**config.mk**
```make
export PLATFORM = sky130hd
export DESIGN_NAME = strongest_ap_table_top
export DESIGN_NICKNAME = d
export VERILOG_FILES = /design/src/sat_pkg.sv /design/src/sat_cell.sv /design/src/strongest_ap_table_top.sv
export SDC_FILE = /design/constraint.sdc
export NUM_CORES = 2
export LEC_CHECK = 0
export ABC_CLOCK_PERIOD_IN_PS = 9900
export BUFFER_PORTS_ARGS = -buffer_cell sky130_fd_sc_hd__buf_2
export CORE_UTILIZATION = 50
export CTS_BUF_LIST = sky130_fd_sc_hd__clkbuf_2 sky130_fd_sc_hd__clkbuf_4 sky130_fd_sc_hd__clkbuf_8
export DETAILED_ROUTE_END_ITERATION = 8
export GPL_ROUTABILITY_DRIVEN = 0
export PLACE_DENSITY = 0.75
export SLEW_MARGIN = 20
export SYNTH_ARGS = -nofsm -noshare
export SYNTH_HDL_FRONTEND = slang
export SYNTH_SLANG_ARGS = --single-unit
```
**constraint.sdc**
```tcl
create_clock -name clk -period 9.9 [get_ports clk]
set_input_delay 1.485 -clock clk [delete_from_list [all_inputs] [get_ports clk]]
set_output_delay 1.485 -clock clk [all_outputs]
set_load 0.02 [all_outputs]
```
**src/sat_pkg.sv**
```systemverilog
// ----------------------------------------------------------------------------
// sat_pkg: shared types and codes for the strongest access point table
// Action and outcome codes, the scan wavefront and the write command that
// travel along the chain of table cells.
// ----------------------------------------------------------------------------
package sat_pkg;

  // Largest table the chain supports and the widths that cover it.
  localparam int unsigned MAX_ENTRIES       = 64;
  localparam int unsigned MAX_IDX_W         = 6;
  localparam int unsigned MAX_CNT_W         = 7;
  localparam int unsigned DEF_TABLE_ENTRIES = 20;

  localparam int unsigned MAC_W   = 48;
  localparam int unsigned RSSI_W  = 8;
  localparam int unsigned RIDX_W  = 5;
  localparam int unsigned COUNT_W = 5;

  // Action codes.
  localparam logic [1:0] ACT_CLEAR  = 2'd0;
  localparam logic [1:0] ACT_REPORT = 2'd1;
  localparam logic [1:0] ACT_READ   = 2'd2;

  // Outcome codes.
  localparam logic [2:0] OC_APPENDED  = 3'd0;
  localparam logic [2:0] OC_REPLACED  = 3'd1;
  localparam logic [2:0] OC_DUPLICATE = 3'd2;
  localparam logic [2:0] OC_TOO_WEAK  = 3'd3;
  localparam logic [2:0] OC_NONE      = 3'd4;

  // Search key held steady while the wavefront runs down the chain.
  typedef struct packed {
    logic [MAC_W-1:0]     mac;
    logic [RIDX_W-1:0]    read_idx;
    logic [MAX_CNT_W-1:0] count;
  } key_t;

  // Partial results handed from cell to cell.
  typedef struct packed {
    logic                     dup;
    logic                     weak_set;
    logic signed [RSSI_W-1:0] weak_rssi;
    logic [MAX_IDX_W-1:0]     weak_idx;
    logic [MAC_W-1:0]         rd_mac;
    logic signed [RSSI_W-1:0] rd_rssi;
  } wave_t;

  // Broadcast write into one cell.
  typedef struct packed {
    logic                     en;
    logic [MAX_IDX_W-1:0]     idx;
    logic [MAC_W-1:0]         mac;
    logic signed [RSSI_W-1:0] rssi;
  } wr_cmd_t;

endpackage

```
**src/sat_cell.sv**
```systemverilog
// ----------------------------------------------------------------------------
// sat_cell: one slot of the access point table
// Holds one MAC and RSSI, folds them into the passing wavefront (duplicate
// match, weakest entry, read capture) and registers the wavefront onward.
// ----------------------------------------------------------------------------
module sat_cell
  import sat_pkg::*;
#(
  parameter int unsigned CELL_IDX = 0
) (
  input  logic    clk,
  input  key_t    key,
  input  wave_t   wave_in,
  input  wr_cmd_t wr,
  output wave_t   wave_out
);

  localparam logic [MAX_CNT_W-1:0] POS = MAX_CNT_W'(CELL_IDX);

  logic [MAC_W-1:0]         mac;
  logic signed [RSSI_W-1:0] rssi;
  wave_t                    wave_next;

  always_comb begin
    wave_next = wave_in;
    if ((POS < key.count) && (mac == key.mac)) begin
      wave_next.dup = 1'b1;
    end
    // strict compare keeps the lowest index on ties
    if (!wave_in.weak_set || (rssi < wave_in.weak_rssi)) begin
      wave_next.weak_set  = 1'b1;
      wave_next.weak_rssi = rssi;
      wave_next.weak_idx  = POS[MAX_IDX_W-1:0];
    end
    if (POS == MAX_CNT_W'(key.read_idx)) begin
      wave_next.rd_mac  = mac;
      wave_next.rd_rssi = rssi;
    end
  end

  always_ff @(posedge clk) begin
    wave_out <= wave_next;
    if (wr.en && (wr.idx == POS[MAX_IDX_W-1:0])) begin
      mac  <= wr.mac;
      rssi <= wr.rssi;
    end
  end

endmodule

```
**src/strongest_ap_table_top.sv**
```systemverilog
// ----------------------------------------------------------------------------
// strongest_ap_table_top: table of the strongest distinct access points
// Chain of table cells with a small controller for clear, report and read.
// ----------------------------------------------------------------------------
// Each accepted item sends a wavefront that walks the chain of cells one
// slot per cycle, looking for a duplicate MAC, the weakest entry and the
// entry to read. Once the last cell has registered it, the result goes into
// the output register, waiting while a previous result is not yet taken on
// m_axis_tready; the chosen write lands in the closing cycle. One item is in
// flight at a time; s_axis_tready is high while the block is idle, even if
// the previous result has not yet been taken.
// Reads of slots at or above the entry count return zeros.
module strongest_ap_table_top
  import sat_pkg::*;
#(
  parameter int unsigned TABLE_ENTRIES = DEF_TABLE_ENTRIES
) (
  input  logic        clk,
  input  logic        rst,
  input  logic        s_axis_tvalid,
  output logic        s_axis_tready,
  input  logic [63:0] s_axis_tdata,   // ap_mac[47:0], ap_rssi[55:48], read_index[60:56]
  input  logic [1:0]  s_axis_tuser,   // action[1:0]
  output logic        m_axis_tvalid,
  input  logic        m_axis_tready,
  output logic [63:0] m_axis_tdata,   // entry_count[4:0], read_valid[5], read_mac[53:6],
                                      // read_rssi[61:54]
  output logic [2:0]  m_axis_tuser    // outcome[2:0]
);

  localparam int unsigned CNT_W  = $clog2(TABLE_ENTRIES + 1);
  localparam int unsigned SCAN_W = (TABLE_ENTRIES > 1) ? $clog2(TABLE_ENTRIES) : 1;

  localparam logic [1:0] S_IDLE   = 2'd0;
  localparam logic [1:0] S_SCAN   = 2'd1;
  localparam logic [1:0] S_DECIDE = 2'd2;

  logic [1:0]               state;
  logic [SCAN_W-1:0]        scan_cnt;
  logic [CNT_W-1:0]         count;
  logic [CNT_W-1:0]         count_next;

  logic [1:0]               act;
  logic [MAC_W-1:0]         mac;
  logic signed [RSSI_W-1:0] rssi;
  logic [RIDX_W-1:0]        ridx;

  key_t                     key;
  wr_cmd_t                  wr;
  wave_t                    stage [TABLE_ENTRIES+1];
  wave_t                    last;

  logic                     accept;
  logic                     proceed;
  logic [2:0]               oc;
  logic                     rd_valid;

  assign s_axis_tready = (state == S_IDLE);
  assign accept        = s_axis_tvalid && s_axis_tready;
  assign proceed       = (state == S_DECIDE) && (!m_axis_tvalid || m_axis_tready);

  assign key.mac      = mac;
  assign key.read_idx = ridx;
  assign key.count    = MAX_CNT_W'(count);

  // the wavefront enters the chain empty
  assign stage[0] = '0;
  assign last     = stage[TABLE_ENTRIES];

  for (genvar i = 0; i < TABLE_ENTRIES; i++) begin : g_cell
    sat_cell #(
      .CELL_IDX (i)
    ) u_cell (
      .clk      (clk),
      .key      (key),
      .wave_in  (stage[i]),
      .wr       (wr),
      .wave_out (stage[i+1])
    );
  end

  always_comb begin
    oc         = OC_NONE;
    count_next = count;
    wr.en      = 1'b0;
    wr.idx     = '0;
    wr.mac     = mac;
    wr.rssi    = rssi;
    unique case (act)
      ACT_CLEAR: begin
        count_next = '0;
      end
      ACT_REPORT: begin
        if (last.dup) begin
          oc = OC_DUPLICATE;
        end else if (count < CNT_W'(TABLE_ENTRIES)) begin
          oc         = OC_APPENDED;
          wr.en      = proceed;
          wr.idx     = MAX_IDX_W'(count);
          count_next = count + 1'b1;
        end else if (rssi > last.weak_rssi) begin
          oc     = OC_REPLACED;
          wr.en  = proceed;
          wr.idx = last.weak_idx;
        end else begin
          oc = OC_TOO_WEAK;
        end
      end
      default: begin
        oc = OC_NONE;
      end
    endcase
    rd_valid = (act == ACT_READ) && (MAX_CNT_W'(ridx) < MAX_CNT_W'(count));
  end

  always_ff @(posedge clk) begin
    if (rst) begin
      state         <= S_IDLE;
      scan_cnt      <= '0;
      count         <= '0;
      m_axis_tvalid <= 1'b0;
    end else begin
      if (proceed) begin
        m_axis_tvalid <= 1'b1;
      end else if (m_axis_tvalid && m_axis_tready) begin
        m_axis_tvalid <= 1'b0;
      end
      unique case (state)
        S_IDLE: begin
          if (accept) begin
            state    <= S_SCAN;
            scan_cnt <= '0;
          end
        end
        S_SCAN: begin
          // advance until the last cell has registered the wavefront
          scan_cnt <= scan_cnt + 1'b1;
          if (scan_cnt == SCAN_W'(TABLE_ENTRIES - 1)) begin
            state <= S_DECIDE;
          end
        end
        S_DECIDE: begin
          if (proceed) begin
            count <= count_next;
            state <= S_IDLE;
          end
        end
        default: begin
          state <= S_IDLE;
        end
      endcase
    end
  end

  // item and result payload
  always_ff @(posedge clk) begin
    if (accept) begin
      act  <= s_axis_tuser;
      mac  <= s_axis_tdata[47:0];
      rssi <= s_axis_tdata[55:48];
      ridx <= s_axis_tdata[60:56];
    end
    if (proceed) begin
      m_axis_tuser        <= oc;
      m_axis_tdata[4:0]   <= COUNT_W'(count_next);
      m_axis_tdata[5]     <= rd_valid;
      m_axis_tdata[53:6]  <= rd_valid ? last.rd_mac : '0;
      m_axis_tdata[61:54] <= rd_valid ? last.rd_rssi : '0;
      m_axis_tdata[63:62] <= 2'b00;
    end
  end

endmodule
```
[Yosys cells after proc, flatten, opt, wreduce, memory -nomap -nowiden]
Cells that the tools add are included.
Word-level totals
  input bits: 70
  memory bits (read-only): 0
  memories: 0
  latch bits: 0
  register bits after elaboration: 2693
  output and inout bits: 69
  bits in writable memories: 0
Cells by class
  eq/ne operators: 66
  mux-type cells: 57
  reduce and logical (&&, ||, !) cells: 92
  shift-type cells: 0
  bitwise logic cells: 1
  add/sub/neg operators: 2
  multiply operators: 0
  divide/modulo/power cells: 0
  magnitude comparators: 42
Operator list (number)
  $mux 56: 19
  $eq 48x48->1: 20
  $mux 14: 19
  $lt 8x8->1: 19
  $eq 6x4->1 const B: 8
  $logic_and 1x1->1: 44
  $eq 4x5->1 const A: 8
  $lt 4x5->1 const A: 8
  $mux 7: 4
  $eq 6x3->1 const B: 4
  $eq 6x5->1 const B: 4
  $eq 3x5->1 const A: 4
  $eq 5x5->1 const A: 4
  $lt 3x5->1 const A: 4
  $lt 5x5->1 const A: 4
  $pmux 5 s2: 2
  $logic_not 1->1: 19
  $logic_or 1x1->1: 19
  $mux 5: 3
  $eq 6x2->1 const B: 2
  $mux 2: 6
  $add 5x1->5 const B: 2
  $eq 2x5->1 const A: 2
  $lt 1x5->1 const A: 2
  21 further kinds: 30

[Depth between registers and ports, before layout]
  depth in word-level cells: 9
  gate-level depth with buffers: 11

[Modules after synthesis]
Synthesis repeated with hierarchy kept, for this count alone.
Second synthesis, totals
  cell total of the unflattened synthesis: 6443
  area total of the unflattened synthesis: 99962.1 sq um
Modules (own cells, without submodules)
  sat_cell (g_cell[1].u_cell ...): times used 2, area an instance 4710.8 sq um, cells an instance 305
  strongest_ap_table_top: times used 1, area an instance 5416.4 sq um, cells an instance 349
  sat_cell (g_cell[0].u_cell): times used 1, area an instance 4908.5 sq um, cells an instance 304
  sat_cell (g_cell[3].u_cell): times used 1, area an instance 4860.9 sq um, cells an instance 306
  sat_cell (g_cell[14].u_cell): times used 1, area an instance 4742.0 sq um, cells an instance 303
  sat_cell (g_cell[8].u_cell): times used 1, area an instance 4717.0 sq um, cells an instance 304
  sat_cell (g_cell[16].u_cell): times used 1, area an instance 4715.8 sq um, cells an instance 306
  sat_cell (g_cell[11].u_cell): times used 1, area an instance 4714.5 sq um, cells an instance 304
  sat_cell (g_cell[7].u_cell): times used 1, area an instance 4714.5 sq um, cells an instance 305
  sat_cell (g_cell[15].u_cell): times used 1, area an instance 4712.0 sq um, cells an instance 304
  sat_cell (g_cell[2].u_cell): times used 1, area an instance 4712.0 sq um, cells an instance 305
  sat_cell (g_cell[6].u_cell): times used 1, area an instance 4709.5 sq um, cells an instance 302
  sat_cell (g_cell[10].u_cell): times used 1, area an instance 4708.3 sq um, cells an instance 304
  sat_cell (g_cell[18].u_cell): times used 1, area an instance 4707.0 sq um, cells an instance 306
  +6 rows

[Worst setup path before layout]
Ideal clock, no wire load.
  kind: input to register
  start: input m_axis_tready
  end: register g_cell[12].u_cell.mac[0] (enable)
  buffers on the path: 1
  data arrival time: 9145 ps
  stages: 6
  path slack: 216 ps
  data required time: 9361 ps
  path through: nor2b_1 clkbuf_1 nor2_1 and3_1 nand2_2 nor3_1
Between the ends
  word-level cells in the longest chain between the ends: 7
Ends and longest elaborated chain
  start, declared: RTL line strongest_ap_table_top.sv:25  | input logic m_axis_tready,
  $logic_or 1x1->1 *: RTL line strongest_ap_table_top.sv:60  | assign proceed = (state == S_DECIDE) && (!m_axis_tvalid || m_axis_tready);
  $logic_and 1x1->1 *: RTL line strongest_ap_table_top.sv:60
  named net proceed: RTL line strongest_ap_table_top.sv:54  | logic proceed;
  $mux 7: RTL line strongest_ap_table_top.sv:101  | end else if (rssi > last.weak_rssi) begin
  $mux 7 *: RTL line strongest_ap_table_top.sv:96  | end else if (count < CNT_W'(TABLE_ENTRIES)) begin
  $mux 7 *: RTL line strongest_ap_table_top.sv:94  | if (last.dup) begin
  $mux 7 *: RTL line strongest_ap_table_top.sv:89  | unique case (act)
  $logic_and 1x1->1 *: RTL line sat_cell.sv:43  | if (wr.en && (wr.idx == POS[MAX_IDX_W-1:0])) begin
  end signal, assigned: RTL line sat_cell.sv:44  | mac <= wr.mac;
  end, declared: RTL line sat_cell.sv:20  | logic [MAC_W-1:0] mac;
Mark *: on every way through the listed nets, which the timed path passes. The rest lies on a longest branch.
A chain may end at the register's enable or synchronous reset.

[Final worst setup path]
  start: register rssi[7]
  end: register g_cell[14].u_cell.mac[23] (enable)
Between the ends
  word-level cells in the longest chain between the ends: 7
Ends and longest elaborated chain
  start, declared: RTL line strongest_ap_table_top.sv:45  | logic signed [RSSI_W-1:0] rssi;
  start signal, assigned: RTL line strongest_ap_table_top.sv:160  | rssi <= s_axis_tdata[55:48];
  $gt 8x8->1 *: RTL line strongest_ap_table_top.sv:101
  $mux 7 *: RTL line strongest_ap_table_top.sv:101
  $mux 7 *: RTL line strongest_ap_table_top.sv:96
  $mux 7 *: RTL line strongest_ap_table_top.sv:94
  $mux 7 *: RTL line strongest_ap_table_top.sv:89
  $eq 6x4->1: RTL line sat_cell.sv:43
  $logic_and 1x1->1 *: RTL line sat_cell.sv:43
  end signal, assigned: RTL line sat_cell.sv:44
  end, declared: RTL line sat_cell.sv:20
Every way passes the cells marked *; elsewhere a longest branch is shown, timed or not.

==> impl_results.md <==
* Outcome: finished, final reports clean
* Critical Path Sink Type: flip-flop
* Number of design rule violations left after detail routing at 0
* Total Nets Final at 7,310
* Via count of the first global-routing pass at 55,901
* Cell area after technology mapping at 0.09841 mm^2
* Average cell area after synthesis at 14.66 um^2
* Maximum level of the CTS H-tree at 5
* Post-synth cell types at 76
* Largest net degree at the start of global routing at 73
* Type of the setup path with the least slack: flip-flop to flip-flop
* Clock-pin slew of the registers on the worst-case setup and hold paths at 0.07 ns
* Final Max Slew Viols at 0
* Total GRT Usage at 23.29%
* Post-route worst hold slack at 0.3131 ns
* Root buffer cell: clkbuf_8
* Via density per instance at 5.340
* Number of failing hold endpoints at the final stage at 0
* Hold buffer count at CTS at 0
* Post-detailed-placement half-perimeter wirelength at 161,300 um
* Most common cell after layout, fill and taps aside: dfxtp_1
* Boundary pin count at 139
* Worst Path Required at 10.59 ns
* Max Freq at 204.7 MHz
* Detailed-route via count at 53,721
* Worst relative slew slack at 25.95%
* Setup tns final at 0 ns
* Cells after Synth at 6,711
* Final critical delay including setup and external delays at 4.886 ns
* Worst-path fanout max at 48
* Dominant synthesized flop cell: dfxtp_1
* Number of violations reported at the end of detailed-routing iteration 0 at 4,140
* Clock buffer depth at 4
* Instance area at placement at 0.1023 mm^2
* Global-route wire length before repair at 348,500 um
* CP arrival at 5.58 ns
* Routed Wire Length at 233,200 um
* Multi-input combinational cell area at 0.03131 mm^2
* TritonCTS clock tree: yes
* Die ar. at 0.1986 mm^2
* Setup repair after global routing missed its margin: false
* Clk_lat worst skew at 1.10 ns
* Number of setup buffers added after CTS at 0
* Wire per inst at 23.18 um
* Flop and latch count out of synthesis at 2,630
* Pwr dens at 199.9 mW/mm^2
* Number of gates resized after CTS at 0
* # Max-Cap Violations at 0
* Clock sink count at 2,630
* Overall overflow remaining after global route at 0
* Worst clock skew at 0.1061 ns
* Horizontal die dimension at 445.6 um
* Number of flops mapped to enable cells by yosys at 1,248
* Number of antenna violations at the first check in global routing at 12
* Worst supply voltage drop on vdd at 176.4 uV
* Starting Density at 50.41%
* Number of placement rows at 162
* HP Class: flip-flop to flip-flop
* Share of the clock period used by the worst path at 49.36%
* Kind of start point of the critical path: flip-flop
* Proportion of layout cells with a drive suffix above 1 at 30.29%
* Sequential element share of the synthesized area at 66.20%
* Number of nets still failing antenna checks after routing at 0
* Async set-reset flop share out of synthesis at 0%
* Highest-count cells in the layout ignoring fill and taps: dfxtp_1, edfxtp_1, mux2_2
* Core Area at 0.1952 mm^2
* Fill cell instance count of the final layout at 15,070
* # port buffers at 133
* Static Leakage at 42.16 nW
* Seq. cell area at 0.06514 mm^2
* Iteration count of the initial detailed-routing pass at 6
* Total clock buffers created by CTS at 410
* Floorplan die height at 445.6 um
* Area growth from synthesis to layout at 12.80%
* Slew at the pin closest to its max-slew limit at 1.111 ns
* Final setup vio count at 0
* Post-Layout Inst Area at 0.1110 mm^2
* Synth warn at 0
kinds of logic (layout without fill, tap and decap cells):
family          after synthesis  count (layout)  share of synthesized area, %
flops                      2630            2630                         66.20
mux                        1177            1177                         13.45
xor+xnor                    930             930                         8.277
simple gates                812             812                         4.627
buf+inv                     527            1241                         2.231
compound gates              487             487                         3.343
fa+ha+maj                   147             147                         1.869
other cells                   1              12                      0.003811
worst max-delay path: stages (launching register included):
cell      delay (ns)
edfxtp_1        1.06
ha_1            0.34
nand4_1         0.15
o2111a_1        0.18
a311oi_4        0.62
nand3_1         0.14
o21ai_1         0.18
nand2_1         0.44
nor3_2          0.74
buf_4           0.63
Yosys cell counts (all sizes together), types with 90 or more instances:
cell type  instances  share of area [%]
buf              191               0.95
clkbuf           116               0.44
dfxtp           1382                 28
edfxtp          1248                 38
ha               147                1.9
inv              220               0.84
mux2            1163                 13
nand2            109               0.42
nand4            153               0.97
nor2              90               0.35
nor4             127               0.82
o21ai            153               0.78
xnor2            530                4.7
xor2             400                3.6
routing by layer:
metal | up-vias | GRT usage (%) | wire [um]
met1 | 26470 | 29.32 | 96560
li1 | 24984 | - | -
met4 | 2 | 11.45 | 11550
met3 | 510 | 3.892 | 12990
met5 | - | 0 | 11
met2 | 1755 | 38.86 | 112100
layout make-up:
cell class / instances / share of cell area (%)
antenna: 10 / 0.02254
clock buffer: 658 / 7.234
clock inverter: 87 / 0.5579
inverter: 220 / 0.7462
multi-input combinational: 3555 / 28.20
sequential: 2630 / 58.68
tap: 2624 / 2.958
timing repair buffer: 276 / 1.596
flip-flops by register name (all words and copies together) (netlist names):
name and flops:
act 2, count 5, g_cell.u_cell.mac 960, g_cell.u_cell.rssi 160
g_cell.u_cell.wave_out 1369, m_axis_tdata 62, m_axis_tuser 3, m_axis_tvalid 1
mac 48, ridx 5, rssi 8, scan_cnt 5
state 2
power by group:
group          internal [W]  switching, W
clock network       0.00531       0.00410
logic              0.000398      0.000527
registers            0.0117      0.000129
total                0.0174       0.00476
stage by stage:
step                cells  util, %  setup WS [ns]  total power [W]
finish              10060    56.87          5.014          0.02219
global route        10057    56.87          4.771          0.02291
CTS                 10049    56.85          5.102          0.02232
detailed placement   9304    52.41          4.723          0.01299
global placement     9304    52.41          4.814          0.01298
floorplan            6712        -         0.2160          0.01261
final timing paths:
kind	startpoint	slack, ns	endpoint	cells after the start
setup / recovery	rssi[7]	5.01	g_cell[14].u_cell.mac[23]	9
hold / removal	g_cell[0].u_cell.rssi[6]	0.31	g_cell[0].u_cell.wave_out[68]	0
setup reg to reg	rssi[7]	5.01	g_cell[14].u_cell.mac[23]	9
hold reg to reg	g_cell[0].u_cell.rssi[6]	0.31	g_cell[0].u_cell.wave_out[68]	0
(Power assumes the default switching activity.)
